### src/hw/rtl/rhap_pkg.sv
// shared types and constants for the rtp h264 / aac packetizer
package rhap_pkg;

  localparam int unsigned UnitLengthBitsDefault = 24;
  localparam int unsigned QueueDepth = 4;

  localparam logic [2:0] CfgMaxPayload  = 3'd0;
  localparam logic [2:0] CfgVideoPt     = 3'd1;
  localparam logic [2:0] CfgAudioPt     = 3'd2;
  localparam logic [2:0] CfgVideoSsrc   = 3'd3;
  localparam logic [2:0] CfgAudioSsrc   = 3'd4;
  localparam logic [2:0] CfgVideoChan   = 3'd5;
  localparam logic [2:0] CfgAudioChan   = 3'd6;

  localparam logic [7:0] InterleaveMagic = 8'h24;
  localparam logic [7:0] RtpVersionByte  = 8'h80;
  localparam logic [7:0] FuaType         = 8'd28;
  localparam logic [7:0] AuHeadersLen    = 8'h10;

  // packet kind chosen by the front end
  typedef enum logic [1:0] {
    KIND_NONE,
    KIND_PAYLOAD,
    KIND_HEAD
  } kind_e;

  // one classified word handed from front to back
  typedef struct packed {
    kind_e       kind;
    logic [7:0]  data;       // payload byte
    logic        data_last;  // payload byte closes its packet
    logic        has_data;   // payload byte follows the header
    logic [7:0]  chan;
    logic [15:0] len;
    logic        mark;
    logic [6:0]  pt;
    logic [15:0] seq;
    logic [31:0] ts;
    logic [31:0] ssrc;
    logic [1:0]  n_extra;    // 0 none, 2 fu bytes, 3 means au header (4 bytes)
    logic [7:0]  extra0;
    logic [7:0]  extra1;
    logic [7:0]  extra2;
    logic [7:0]  extra3;
  } work_t;

endpackage

### src/hw/rtl/rtp_h264_aac_packetizer_unit.sv
// top level of the rtp h264 / aac interleaved packetizer
// Takes one media byte per word and emits interleaved RTP packet bytes. The
// front end accepts a byte every cycle while the queue has room; it emits at
// most one classified word per input. The back end sends one output byte
// per cycle while the receiver is ready: a payload word gives one byte, a
// packet start gives 17 to 20 bytes (4-byte interleave header, 12-byte RTP
// header, FU or AU header bytes, any first payload byte). Config writes are
// taken at any time and should occur only while idle.
module rtp_h264_aac_packetizer_unit #(
  parameter int unsigned UnitLengthBits = rhap_pkg::UnitLengthBitsDefault
) (
  input  logic                      clk_i,
  input  logic                      rst_ni,
  input  logic                      in_valid_i,
  output logic                      in_ready_o,
  input  logic [7:0]                byte_value_i,
  input  logic                      is_audio_i,
  input  logic                      unit_start_i,
  input  logic [UnitLengthBits-1:0] unit_length_i,
  input  logic [31:0]               time_ms_i,
  output logic                      out_valid_o,
  input  logic                      out_ready_i,
  output logic [7:0]                out_byte_o,
  output logic                      packet_end_o,
  output logic                      run_last_o,
  input  logic                      cfg_valid_i,
  output logic                      cfg_ready_o,
  input  logic [2:0]                cfg_index_i,
  input  logic [31:0]               cfg_data_i
);
  logic [15:0] maxp_q;
  logic [6:0]  vpt_q, apt_q;
  logic [31:0] vssrc_q, assrc_q;
  logic [7:0]  vch_q, ach_q;

  // configuration registers
  assign cfg_ready_o = 1'b1;
  always_ff @(posedge clk_i or negedge rst_ni) begin
    if (!rst_ni) begin
      maxp_q <= 16'd8100; vpt_q <= 7'd96; apt_q <= 7'd97;
      vssrc_q <= 32'd10000; assrc_q <= 32'd20000; vch_q <= 8'd0; ach_q <= 8'd2;
    end else if (cfg_valid_i) begin
      case (cfg_index_i)
        rhap_pkg::CfgMaxPayload: maxp_q  <= cfg_data_i[15:0];
        rhap_pkg::CfgVideoPt:    vpt_q   <= cfg_data_i[6:0];
        rhap_pkg::CfgAudioPt:    apt_q   <= cfg_data_i[6:0];
        rhap_pkg::CfgVideoSsrc:  vssrc_q <= cfg_data_i;
        rhap_pkg::CfgAudioSsrc:  assrc_q <= cfg_data_i;
        rhap_pkg::CfgVideoChan:  vch_q   <= cfg_data_i[7:0];
        rhap_pkg::CfgAudioChan:  ach_q   <= cfg_data_i[7:0];
        default: ;
      endcase
    end
  end

  logic wv, wr_rdy, rv, rr;
  rhap_pkg::work_t ww, rw;

  rhap_front #(.UnitLengthBits(UnitLengthBits)) u_front (
    .clk_i, .rst_ni, .in_valid_i, .in_ready_o, .byte_value_i, .is_audio_i,
    .unit_start_i, .unit_length_i, .time_ms_i,
    .max_payload_i(maxp_q), .video_pt_i(vpt_q), .audio_pt_i(apt_q),
    .video_ssrc_i(vssrc_q), .audio_ssrc_i(assrc_q),
    .video_chan_i(vch_q), .audio_chan_i(ach_q),
    .wr_valid_o(wv), .wr_ready_i(wr_rdy), .wr_word_o(ww)
  );

  // queue decouples parsing from byte serialization
  rhap_queue u_queue (
    .clk_i, .rst_ni, .wr_valid_i(wv), .wr_ready_o(wr_rdy), .wr_word_i(ww),
    .rd_valid_o(rv), .rd_ready_i(rr), .rd_word_o(rw)
  );

  rhap_back u_back (
    .clk_i, .rst_ni, .rd_valid_i(rv), .rd_ready_o(rr), .rd_word_i(rw),
    .out_valid_o, .out_ready_i, .out_byte_o, .packet_end_o, .run_last_o
  );
endmodule

### src/hw/rtl/rhap_front.sv
// front end: parses media bytes, keeps stream state, classifies each word
module rhap_front #(
  parameter int unsigned UnitLengthBits = rhap_pkg::UnitLengthBitsDefault
) (
  input  logic                      clk_i,
  input  logic                      rst_ni,
  input  logic                      in_valid_i,
  output logic                      in_ready_o,
  input  logic [7:0]                byte_value_i,
  input  logic                      is_audio_i,
  input  logic                      unit_start_i,
  input  logic [UnitLengthBits-1:0] unit_length_i,
  input  logic [31:0]               time_ms_i,
  input  logic [15:0]               max_payload_i,
  input  logic [6:0]                video_pt_i,
  input  logic [6:0]                audio_pt_i,
  input  logic [31:0]               video_ssrc_i,
  input  logic [31:0]               audio_ssrc_i,
  input  logic [7:0]                video_chan_i,
  input  logic [7:0]                audio_chan_i,
  output logic                      wr_valid_o,
  input  logic                      wr_ready_i,
  output rhap_pkg::work_t           wr_word_o
);

  logic [15:0] vseq_q, vseq_d, aseq_q, aseq_d;
  logic [UnitLengthBits-1:0] off_q, off_d, total_q, total_d;
  logic [15:0] fill_q, fill_d, frag_q, frag_d;
  logic [7:0]  nal_q, nal_d;
  logic [31:0] vts_q, vts_d, ats_q, ats_d;
  logic        act_q, act_d;
  logic [2:0]  hidx_q, hidx_d;
  logic [12:0] flen_q, flen_d, left_q, left_d;

  // timestamps of later packets come from the times latched at unit start
  logic [31:0] vtime_mul, atime_mul;
  assign vtime_mul = vts_q * 32'd90;
  assign atime_mul = {ats_q[27:0], 4'b0};

  logic fire;
  assign in_ready_o = wr_ready_i;
  assign fire = in_valid_i && in_ready_o;

  rhap_pkg::work_t w;
  logic emit;

  always_comb begin
    logic [UnitLengthBits-1:0] tot, off, rem, one;
    logic [15:0] frg, fill, plen;
    logic [7:0]  nal;
    logic        act, fin, lastb, single;
    logic [12:0] fl, pl;
    vseq_d = vseq_q; aseq_d = aseq_q; off_d = off_q; total_d = total_q;
    fill_d = fill_q; frag_d = frag_q; nal_d = nal_q; vts_d = vts_q;
    ats_d = ats_q; act_d = act_q; hidx_d = hidx_q; flen_d = flen_q;
    left_d = left_q;
    w = '0;
    w.kind = rhap_pkg::KIND_NONE;
    emit = 1'b0;
    one = {{(UnitLengthBits-1){1'b0}}, 1'b1};
    tot = total_q; off = off_q; frg = frag_q; fill = fill_q; nal = nal_q;
    act = act_q; rem = '0; fin = 1'b0; lastb = 1'b0; plen = '0;
    single = 1'b0; fl = flen_q; pl = '0;
    w.data = byte_value_i;
    if (is_audio_i) begin
      w.chan = audio_chan_i; w.pt = audio_pt_i; w.ssrc = audio_ssrc_i;
      w.seq = aseq_q; w.mark = 1'b1;
      w.ts = unit_start_i ? {time_ms_i[27:0], 4'b0} : atime_mul;
      if (unit_start_i) begin
        ats_d = time_ms_i;
      end
      if (!unit_start_i && left_q != 13'd0) begin
        left_d = left_q - 13'd1;
        w.kind = rhap_pkg::KIND_PAYLOAD;
        w.data_last = (left_d == 13'd0);
        emit = 1'b1;
      end else begin
        case (unit_start_i ? 3'd0 : hidx_q)
          3'd0: fl = '0;
          3'd3: fl = {byte_value_i[1:0], 11'd0};
          3'd4: fl = fl | {2'b0, byte_value_i, 3'b0};
          3'd5: fl = fl | {10'd0, byte_value_i[7:5]};
          default: ;
        endcase
        flen_d = fl;
        if ((unit_start_i ? 3'd0 : hidx_q) < 3'd6) begin
          hidx_d = (unit_start_i ? 3'd0 : hidx_q) + 3'd1;
          if (unit_start_i) left_d = '0;
        end else begin
          hidx_d = '0;
          pl = (fl > 13'd7) ? fl - 13'd7 : 13'd0;
          left_d = pl;
          aseq_d = aseq_q + 16'd1;
          w.kind = rhap_pkg::KIND_HEAD;
          w.len = {3'b0, pl} + 16'd16;
          w.n_extra = 2'd3;
          w.extra0 = 8'h00; w.extra1 = rhap_pkg::AuHeadersLen;
          w.extra2 = pl[12:5]; w.extra3 = {pl[4:0], 3'b0};
          w.data_last = (pl == 13'd0);
          emit = 1'b1;
        end
      end
    end else begin
      if (unit_start_i) begin
        tot = unit_length_i; off = '0; fill = '0; nal = byte_value_i;
        vts_d = time_ms_i;
        frg = (max_payload_i < 16'd2) ? 16'd2 : max_payload_i;
        act = (unit_length_i != '0);
      end
      w.chan = video_chan_i; w.pt = video_pt_i; w.ssrc = video_ssrc_i;
      w.seq = vseq_q;
      w.ts = unit_start_i ? time_ms_i * 32'd90 : vtime_mul;
      if (act) begin
        emit = 1'b1;
        single = (32'(tot) <= {16'd0, frg});
        lastb = (off + one == tot);
        w.extra0 = (nal & 8'he0) | rhap_pkg::FuaType;
        if (single) begin
          w.data_last = lastb;
          if (off == '0) begin
            w.kind = rhap_pkg::KIND_HEAD; w.mark = 1'b1; w.has_data = 1'b1;
            w.len = tot[15:0] + 16'd12;
            vseq_d = vseq_q + 16'd1;
          end else begin
            w.kind = rhap_pkg::KIND_PAYLOAD;
          end
        end else if (off == '0) begin
          w.kind = rhap_pkg::KIND_HEAD; w.len = frg + 16'd13;
          w.n_extra = 2'd2; w.extra1 = 8'h80 | {3'b0, nal[4:0]};
          w.has_data = 1'b0; w.data_last = 1'b0;
          vseq_d = vseq_q + 16'd1;
          fill = 16'd1;
        end else begin
          w.kind = rhap_pkg::KIND_PAYLOAD;
          if (fill >= frg) begin
            rem = tot - off;
            fin = (32'(rem) <= {16'd0, frg});
            plen = fin ? rem[15:0] : frg;
            w.kind = rhap_pkg::KIND_HEAD; w.has_data = 1'b1;
            w.len = plen + 16'd14; w.mark = fin;
            w.n_extra = 2'd2;
            w.extra1 = (fin ? 8'h40 : 8'h00) | {3'b0, nal[4:0]};
            vseq_d = vseq_q + 16'd1;
            fill = '0;
          end
          fill = fill + 16'd1;
          w.data_last = (fill >= frg) || lastb;
        end
        off = off + one;
        if (off >= tot || off == '0) act = 1'b0;
      end
      total_d = tot; off_d = off; fill_d = fill; nal_d = nal; frag_d = frg;
      act_d = act;
    end
    // an au header word ends with the au header, payload bytes follow as later words
    if (w.kind == rhap_pkg::KIND_HEAD && w.n_extra == 2'd3) w.has_data = 1'b0;
  end

  assign wr_valid_o = fire && emit;
  assign wr_word_o  = w;

  always_ff @(posedge clk_i or negedge rst_ni) begin
    if (!rst_ni) begin
      vseq_q <= '0; aseq_q <= 16'd10000; off_q <= '0; total_q <= '0;
      fill_q <= '0; frag_q <= '0; nal_q <= '0; vts_q <= '0; ats_q <= '0;
      act_q <= 1'b0; hidx_q <= '0; flen_q <= '0; left_q <= '0;
    end else if (fire) begin
      vseq_q <= vseq_d; aseq_q <= aseq_d; off_q <= off_d; total_q <= total_d;
      fill_q <= fill_d; frag_q <= frag_d; nal_q <= nal_d; vts_q <= vts_d;
      ats_q <= ats_d; act_q <= act_d; hidx_q <= hidx_d; flen_q <= flen_d;
      left_q <= left_d;
    end
  end

endmodule

### src/hw/rtl/rhap_queue.sv
// small fifo of classified words between front and back
module rhap_queue #(
  parameter int unsigned Depth = rhap_pkg::QueueDepth
) (
  input  logic            clk_i,
  input  logic            rst_ni,
  input  logic            wr_valid_i,
  output logic            wr_ready_o,
  input  rhap_pkg::work_t wr_word_i,
  output logic            rd_valid_o,
  input  logic            rd_ready_i,
  output rhap_pkg::work_t rd_word_o
);
  localparam int unsigned Aw = (Depth > 1) ? $clog2(Depth) : 1;
  rhap_pkg::work_t mem_q [Depth];
  logic [Aw-1:0] wp_q, rp_q;
  logic [Aw:0]   cnt_q;
  logic wr, rd;

  assign wr_ready_o = (cnt_q != Aw'(0) + (Aw+1)'(Depth));
  assign rd_valid_o = (cnt_q != '0);
  assign rd_word_o  = mem_q[rp_q];
  assign wr = wr_valid_i && wr_ready_o;
  assign rd = rd_valid_o && rd_ready_i;

  always_ff @(posedge clk_i) begin
    if (wr) mem_q[wp_q] <= wr_word_i;
  end

  always_ff @(posedge clk_i or negedge rst_ni) begin
    if (!rst_ni) begin
      wp_q <= '0; rp_q <= '0; cnt_q <= '0;
    end else begin
      if (wr) wp_q <= (wp_q == Aw'(Depth-1)) ? '0 : wp_q + Aw'(1);
      if (rd) rp_q <= (rp_q == Aw'(Depth-1)) ? '0 : rp_q + Aw'(1);
      cnt_q <= cnt_q + (Aw+1)'(wr) - (Aw+1)'(rd);
    end
  end
endmodule

### src/hw/rtl/rhap_back.sv
// back end: serializes each classified word into stream bytes
module rhap_back (
  input  logic            clk_i,
  input  logic            rst_ni,
  input  logic            rd_valid_i,
  output logic            rd_ready_o,
  input  rhap_pkg::work_t rd_word_i,
  output logic            out_valid_o,
  input  logic            out_ready_i,
  output logic [7:0]      out_byte_o,
  output logic            packet_end_o,
  output logic            run_last_o
);
  logic [4:0] idx_q, idx_d, cnt;
  rhap_pkg::work_t w;
  logic [7:0] b;
  logic pe;
  assign w = rd_word_i;

  always_comb begin
    logic [4:0] ne;
    ne = (w.n_extra == 2'd3) ? 5'd4 : ((w.n_extra == 2'd2) ? 5'd2 : 5'd0);
    if (w.kind == rhap_pkg::KIND_HEAD) cnt = 5'd16 + ne + {4'b0, w.has_data};
    else cnt = 5'd1;
    b = w.data; pe = w.data_last;
    if (w.kind == rhap_pkg::KIND_HEAD) begin
      pe = 1'b0;
      case (idx_q)
        5'd0:  b = rhap_pkg::InterleaveMagic;
        5'd1:  b = w.chan;
        5'd2:  b = w.len[15:8];
        5'd3:  b = w.len[7:0];
        5'd4:  b = rhap_pkg::RtpVersionByte;
        5'd5:  b = {w.mark, w.pt};
        5'd6:  b = w.seq[15:8];
        5'd7:  b = w.seq[7:0];
        5'd8:  b = w.ts[31:24];
        5'd9:  b = w.ts[23:16];
        5'd10: b = w.ts[15:8];
        5'd11: b = w.ts[7:0];
        5'd12: b = w.ssrc[31:24];
        5'd13: b = w.ssrc[23:16];
        5'd14: b = w.ssrc[15:8];
        5'd15: b = w.ssrc[7:0];
        5'd16: b = (ne == 5'd0) ? w.data : w.extra0;
        5'd17: b = w.extra1;
        5'd18: b = (ne == 5'd2) ? w.data : w.extra2;
        5'd19: b = w.extra3;
        default: b = w.data;
      endcase
      if (idx_q == cnt - 5'd1) pe = (ne == 5'd2 && !w.has_data) ? 1'b0 : w.data_last;
    end
    idx_d = idx_q;
    if (rd_valid_i && out_ready_i) idx_d = (idx_q == cnt - 5'd1) ? 5'd0 : idx_q + 5'd1;
  end

  assign out_valid_o  = rd_valid_i;
  assign out_byte_o   = b;
  assign packet_end_o = pe;
  assign run_last_o   = (idx_q == cnt - 5'd1);
  assign rd_ready_o   = out_ready_i && (idx_q == cnt - 5'd1);

  always_ff @(posedge clk_i or negedge rst_ni) begin
    if (!rst_ni) idx_q <= '0;
    else idx_q <= idx_d;
  end

  prop_idx: assert property (@(posedge clk_i) disable iff (!rst_ni)
    idx_q < 5'd21) else $error("byte index out of range");
  prop_hold: assert property (@(posedge clk_i) disable iff (!rst_ni)
    (out_valid_o && !out_ready_i) |=> $stable(idx_q)) else $error("index moved on stall");
  prop_last: assert property (@(posedge clk_i) disable iff (!rst_ni)
    (out_valid_o && packet_end_o) |-> run_last_o) else $error("packet end before run end");
endmodule

### config.mk
export PLATFORM = sky130hd
export DESIGN_NAME = rtp_h264_aac_packetizer_unit
export DESIGN_NICKNAME = d
export VERILOG_FILES = /design/src/hw/rtl/rhap_pkg.sv /design/src/hw/rtl/rtp_h264_aac_packetizer_unit.sv /design/src/hw/rtl/rhap_front.sv /design/src/hw/rtl/rhap_queue.sv /design/src/hw/rtl/rhap_back.sv
export SDC_FILE = /design/constraint.sdc
export NUM_CORES = 2
export LEC_CHECK = 0
export BUFFER_PORTS_ARGS = -buffer_cell sky130_fd_sc_hd__buf_2
export CAP_MARGIN = 20
export CELL_PAD_IN_SITES_DETAIL_PLACEMENT = 0
export CELL_PAD_IN_SITES_GLOBAL_PLACEMENT = 1
export CORE_ASPECT_RATIO = 1.4
export CORE_MARGIN = 5
export CORE_UTILIZATION = 50
export CTS_BUF_LIST = sky130_fd_sc_hd__clkbuf_8
export DETAILED_ROUTE_END_ITERATION = 8
export PLACE_DENSITY_LB_ADDON = 0.05
export REMOVE_ABC_BUFFERS = 1
export SYNTH_ARGS = -nofsm -noshare
export SYNTH_HDL_FRONTEND = slang
export SYNTH_SLANG_ARGS = --single-unit
### constraint.sdc
create_clock -name clk_i -period 7.3 [get_ports clk_i]
set_clock_uncertainty 0.1 [all_clocks]
set_input_delay 0.365 -clock clk_i [delete_from_list [all_inputs] [get_ports clk_i]]
set_output_delay 0.365 -clock clk_i [all_outputs]
set_load 0.02 [all_outputs]
==> metrics.txt <==
status=completed; main area contributors after synthesis=edfxtp_1 35%, dfrtp_1 15%, mux4_2 7.3%, ha_1 6.3%, mux2_2 5.5%; max incr delay on CP=between 0.5 and 0.6 ns; Rel. slew slack=between 30% and 40%; total gr overflow=0; drt wl/cell=about 24 um; port buffer count=116; Syn. warnings=0; Peak Freq=148 MHz; die width=280 um; EDFF count, synth=596; first-pass GRT wire length=~210 mm; pin count of the biggest net entering global routing=~130; clock buffer depth=3; CP Capture Type=register; FF-to-FF path depth=27; share of the yosys chip area belonging to registers=51.3%; RSZ-0062 raised after global routing=false; fraction of layout cells with a size suffix above 1=20.8%; Min Clock Period, post-route=6.77 ns; multiplexer share of the synthesized area=14.0%; Worst Path Required=7.72 ns; die height=a little under 400 um; Setup WS post-layout=0.534 ns; Non-Filler Instances=5794; Clk pwr share=16.5%; Clk pin slew, worst setup/hold paths=0.07 ns; Max FO, Critical Path=13; Worst Max-Slew Pin Slew=1.02 ns; most frequent cells in the layout=596 x edfxtp_1, 363 x inv_1, 300 x dfrtp_1; DR DRC count=0; setup bufs post-CTS=0; RePlAce Congestion=0.871; worst skew pair latency=0.85 ns; dpl cells=~5.4k; Sw Pwr=approximately 0.011 W; initial antenna violation count=2; dpl ws=0.0891 ns; core box area=101000 sq um; critical path's most frequent cell=ha_1; VDD IR max=0.452 mV; CTS Buf Count=146; vias in the first global route=35.0k; asr flop ratio synth=35.7%; sw frac=41.7%; static leakage=23.3 nW; DP HPWL=between 90 and 100 mm; final hold violations=0; H-Tree Depth=4; Avg Synthesized Cell Area=12.7 sq um; CTS tree=done; hold crit path type=in -> async; Synth area leader=edfxtp_1; cell row count=138; Ports=119; Crit path arrival time=7.19 ns; Routed WL=138 mm; main combinational cell family by area after synthesis=multiplexers; Clk Tree Root Cell=clkbuf_8; setup TNS=0 ns; synthesized flop and latch total=927; Area growth syn-to-layout=13.1%; CP Class=in -> reg; Post-synth top flop=edfxtp_1; Detailed Routing Iterations Pass 1=5; multi-input logic area=23100 sq um; fin. max-slew vios=0; Worst Setup Start Kind=input port; Tot Pwr=around 0.026 W; Netlist cell types=94; critical path's slowest cell=dlygate4sd3_1; Post-Layout Inst Area=57800 sq um; Post-Syn Area=51100 sq um; Initial Util=50.5%; Tcrit/Tclk final=92.7%; Die ar.=109000 sq um; complex-gate fraction of the synthesized area=9.29%; Post-DP Area=53800 sq um; Syn Inst Count=4005; P per Cell Area=457 nW/um^2; Nets=4810; vias=33.5k; top cell type's share of synthesized area=about a third; Comb pwr share=a little over half; xor and xnor fraction of the mapped netlist area=3.29%; Pint=about 0.015 W; sequential cell area=26200 sq um; Seq pwr share=29.3%; r2r setup slk=0.56 ns; all-layer global routing usage=25.6%; drt via density=5.79; Routed Antenna Nets=0; maxcap violations=0; Adder-Cell Fraction of Synth Area=between 10 and 15%; final setup fails=0; most common cell after layout, fill and taps aside=edfxtp_1; post-synthesis simple-gate area fraction=~8.2%; clk sink count=roughly 930; number of DRC markers in iteration 0=2343; Layout fillers=8556
-- power groups by stage --
stage               combinational (W)  clock (W)  sequential (W)
finish                         0.0143    0.00437         0.00774
global route                   0.0160    0.00474         0.00784
CTS                            0.0145    0.00449         0.00774
detailed placement             0.0143          0         0.00784
global placement               0.0143          0         0.00780
floorplan                      0.0102          0         0.00791
-- what timing repair did --
item | 4_1_cts | 5_1_grt
endpoints found under the setup margin | 0 | 16
hold endpoints to repair | 420 | 0
hold buffers | 107 | 0
resized for setup | 0 | 3
-- worst paths after layout --
kind,startpoint,endpoint
max reg2reg,u_front.total_q[1]$_DFFE_PN0P_,u_queue.mem_q[3][131]$_DFFE_PP_
min in group clk_i,in_valid_i,u_queue.wp_q[1]$_DFFE_PN0P_
min reg2reg,u_front.vseq_q[15]$_DFFE_PN0P_,u_front.vseq_q[15]$_DFFE_PN0P_
max,unit_start_i,u_queue.mem_q[3][131]$_DFFE_PP_
min,rst_ni,assrc_q[22]$_DFFE_PN0P_
max in group asynchronous,rst_ni,u_front.off_q[17]$_DFFE_PN0P_
-- cell type report --
cell class / count / share of cell area, %
flip-flops and latches: 927 / 45.4
multi-input cells: 2618 / 40.1
repair buffers: 336 / 4.60
clock buffers: 169 / 4.03
well taps: 1330 / 2.88
inverters: 313 / 2.03
clock inverters: 98 / 0.990
diodes: 3 / 0.0130
-- critical path, delay by kind of cell --
kind | cells | cell delay, ns
compound gates | 9 | 2.23
fa+ha+maj | 3 | 0.86
buf+inv | 3 | 0.85
mux | 3 | 0.81
simple gates | 9 | 1.83
xor+xnor | 2 | 0.22
-- through the flow --
stage / hold slack [ns] / utilization, %
2_1_floorplan: -0.0306 / -
3_3_place_gp: 0.358 / 53.1
3_5_place_dp: 0.363 / 53.1
4_1_cts: 0.0150 / 57.1
5_1_grt: 0.0589 / 57.1
6_report: 0.0461 / 57.1
-- Yosys cell counts (all sizes together), types with 45 or more instances --
cell / instances
mux2i: 58
nor2: 215
nor3: 61
a22oi: 62
dfrtp: 302
a21o: 56
nand2: 257
clkbuf: 101
edfxtp: 596
nand3: 74
a22o: 50
xor2: 60
xnor2: 132
buf: 46
fa: 104
mux2: 249
a21oi: 163
mux4: 166
ha: 258
o21ai: 174
nor2b: 45
inv: 310
-- per-layer routing --
metal / global-route usage (%) / vias to the layer above / wire length [um]
met4: 8.04 / 0 / 4340
met3: 3.79 / 196 / 6050
li1: - / 15645 / -
met5: 0 / - / 0
met2: 43.8 / 808 / 69800
met1: 33.8 / 16890 / 58200
-- sequential cells by signal, indices dropped and copies added, names as in the netlist, 3 cells and up --
name             count
u_front.nal_q        8
u_front.aseq_q      16
u_front.frag_q      16
u_front.vts_q       31
vssrc_q             32
u_front.ats_q       28
u_front.left_q      13
vch_q                8
u_front.vseq_q      16
apt_q                7
ach_q                8
u_front.fill_q      16
maxp_q              16
vpt_q                7
assrc_q             32
u_front.total_q     24
u_back.idx_q         5
u_queue.cnt_q        3
u_queue.mem_q      596
u_front.off_q       24
u_front.flen_q      13
u_front.hidx_q       3
-- logic make-up (layout without fill, tap and decap cells) --
logic type	count (synthesis)	count (layout)
AND/OR/NAND/NOR	869	869
XOR/XNOR	192	192
other	1	4
multiplexers	473	473
buffers and inverters	460	916
flip-flops	927	927
AO/OA/AOI/OAI	721	721
adder cells (fa/ha/maj)	362	362
Note: power is estimated with default switching activity, not from simulation.
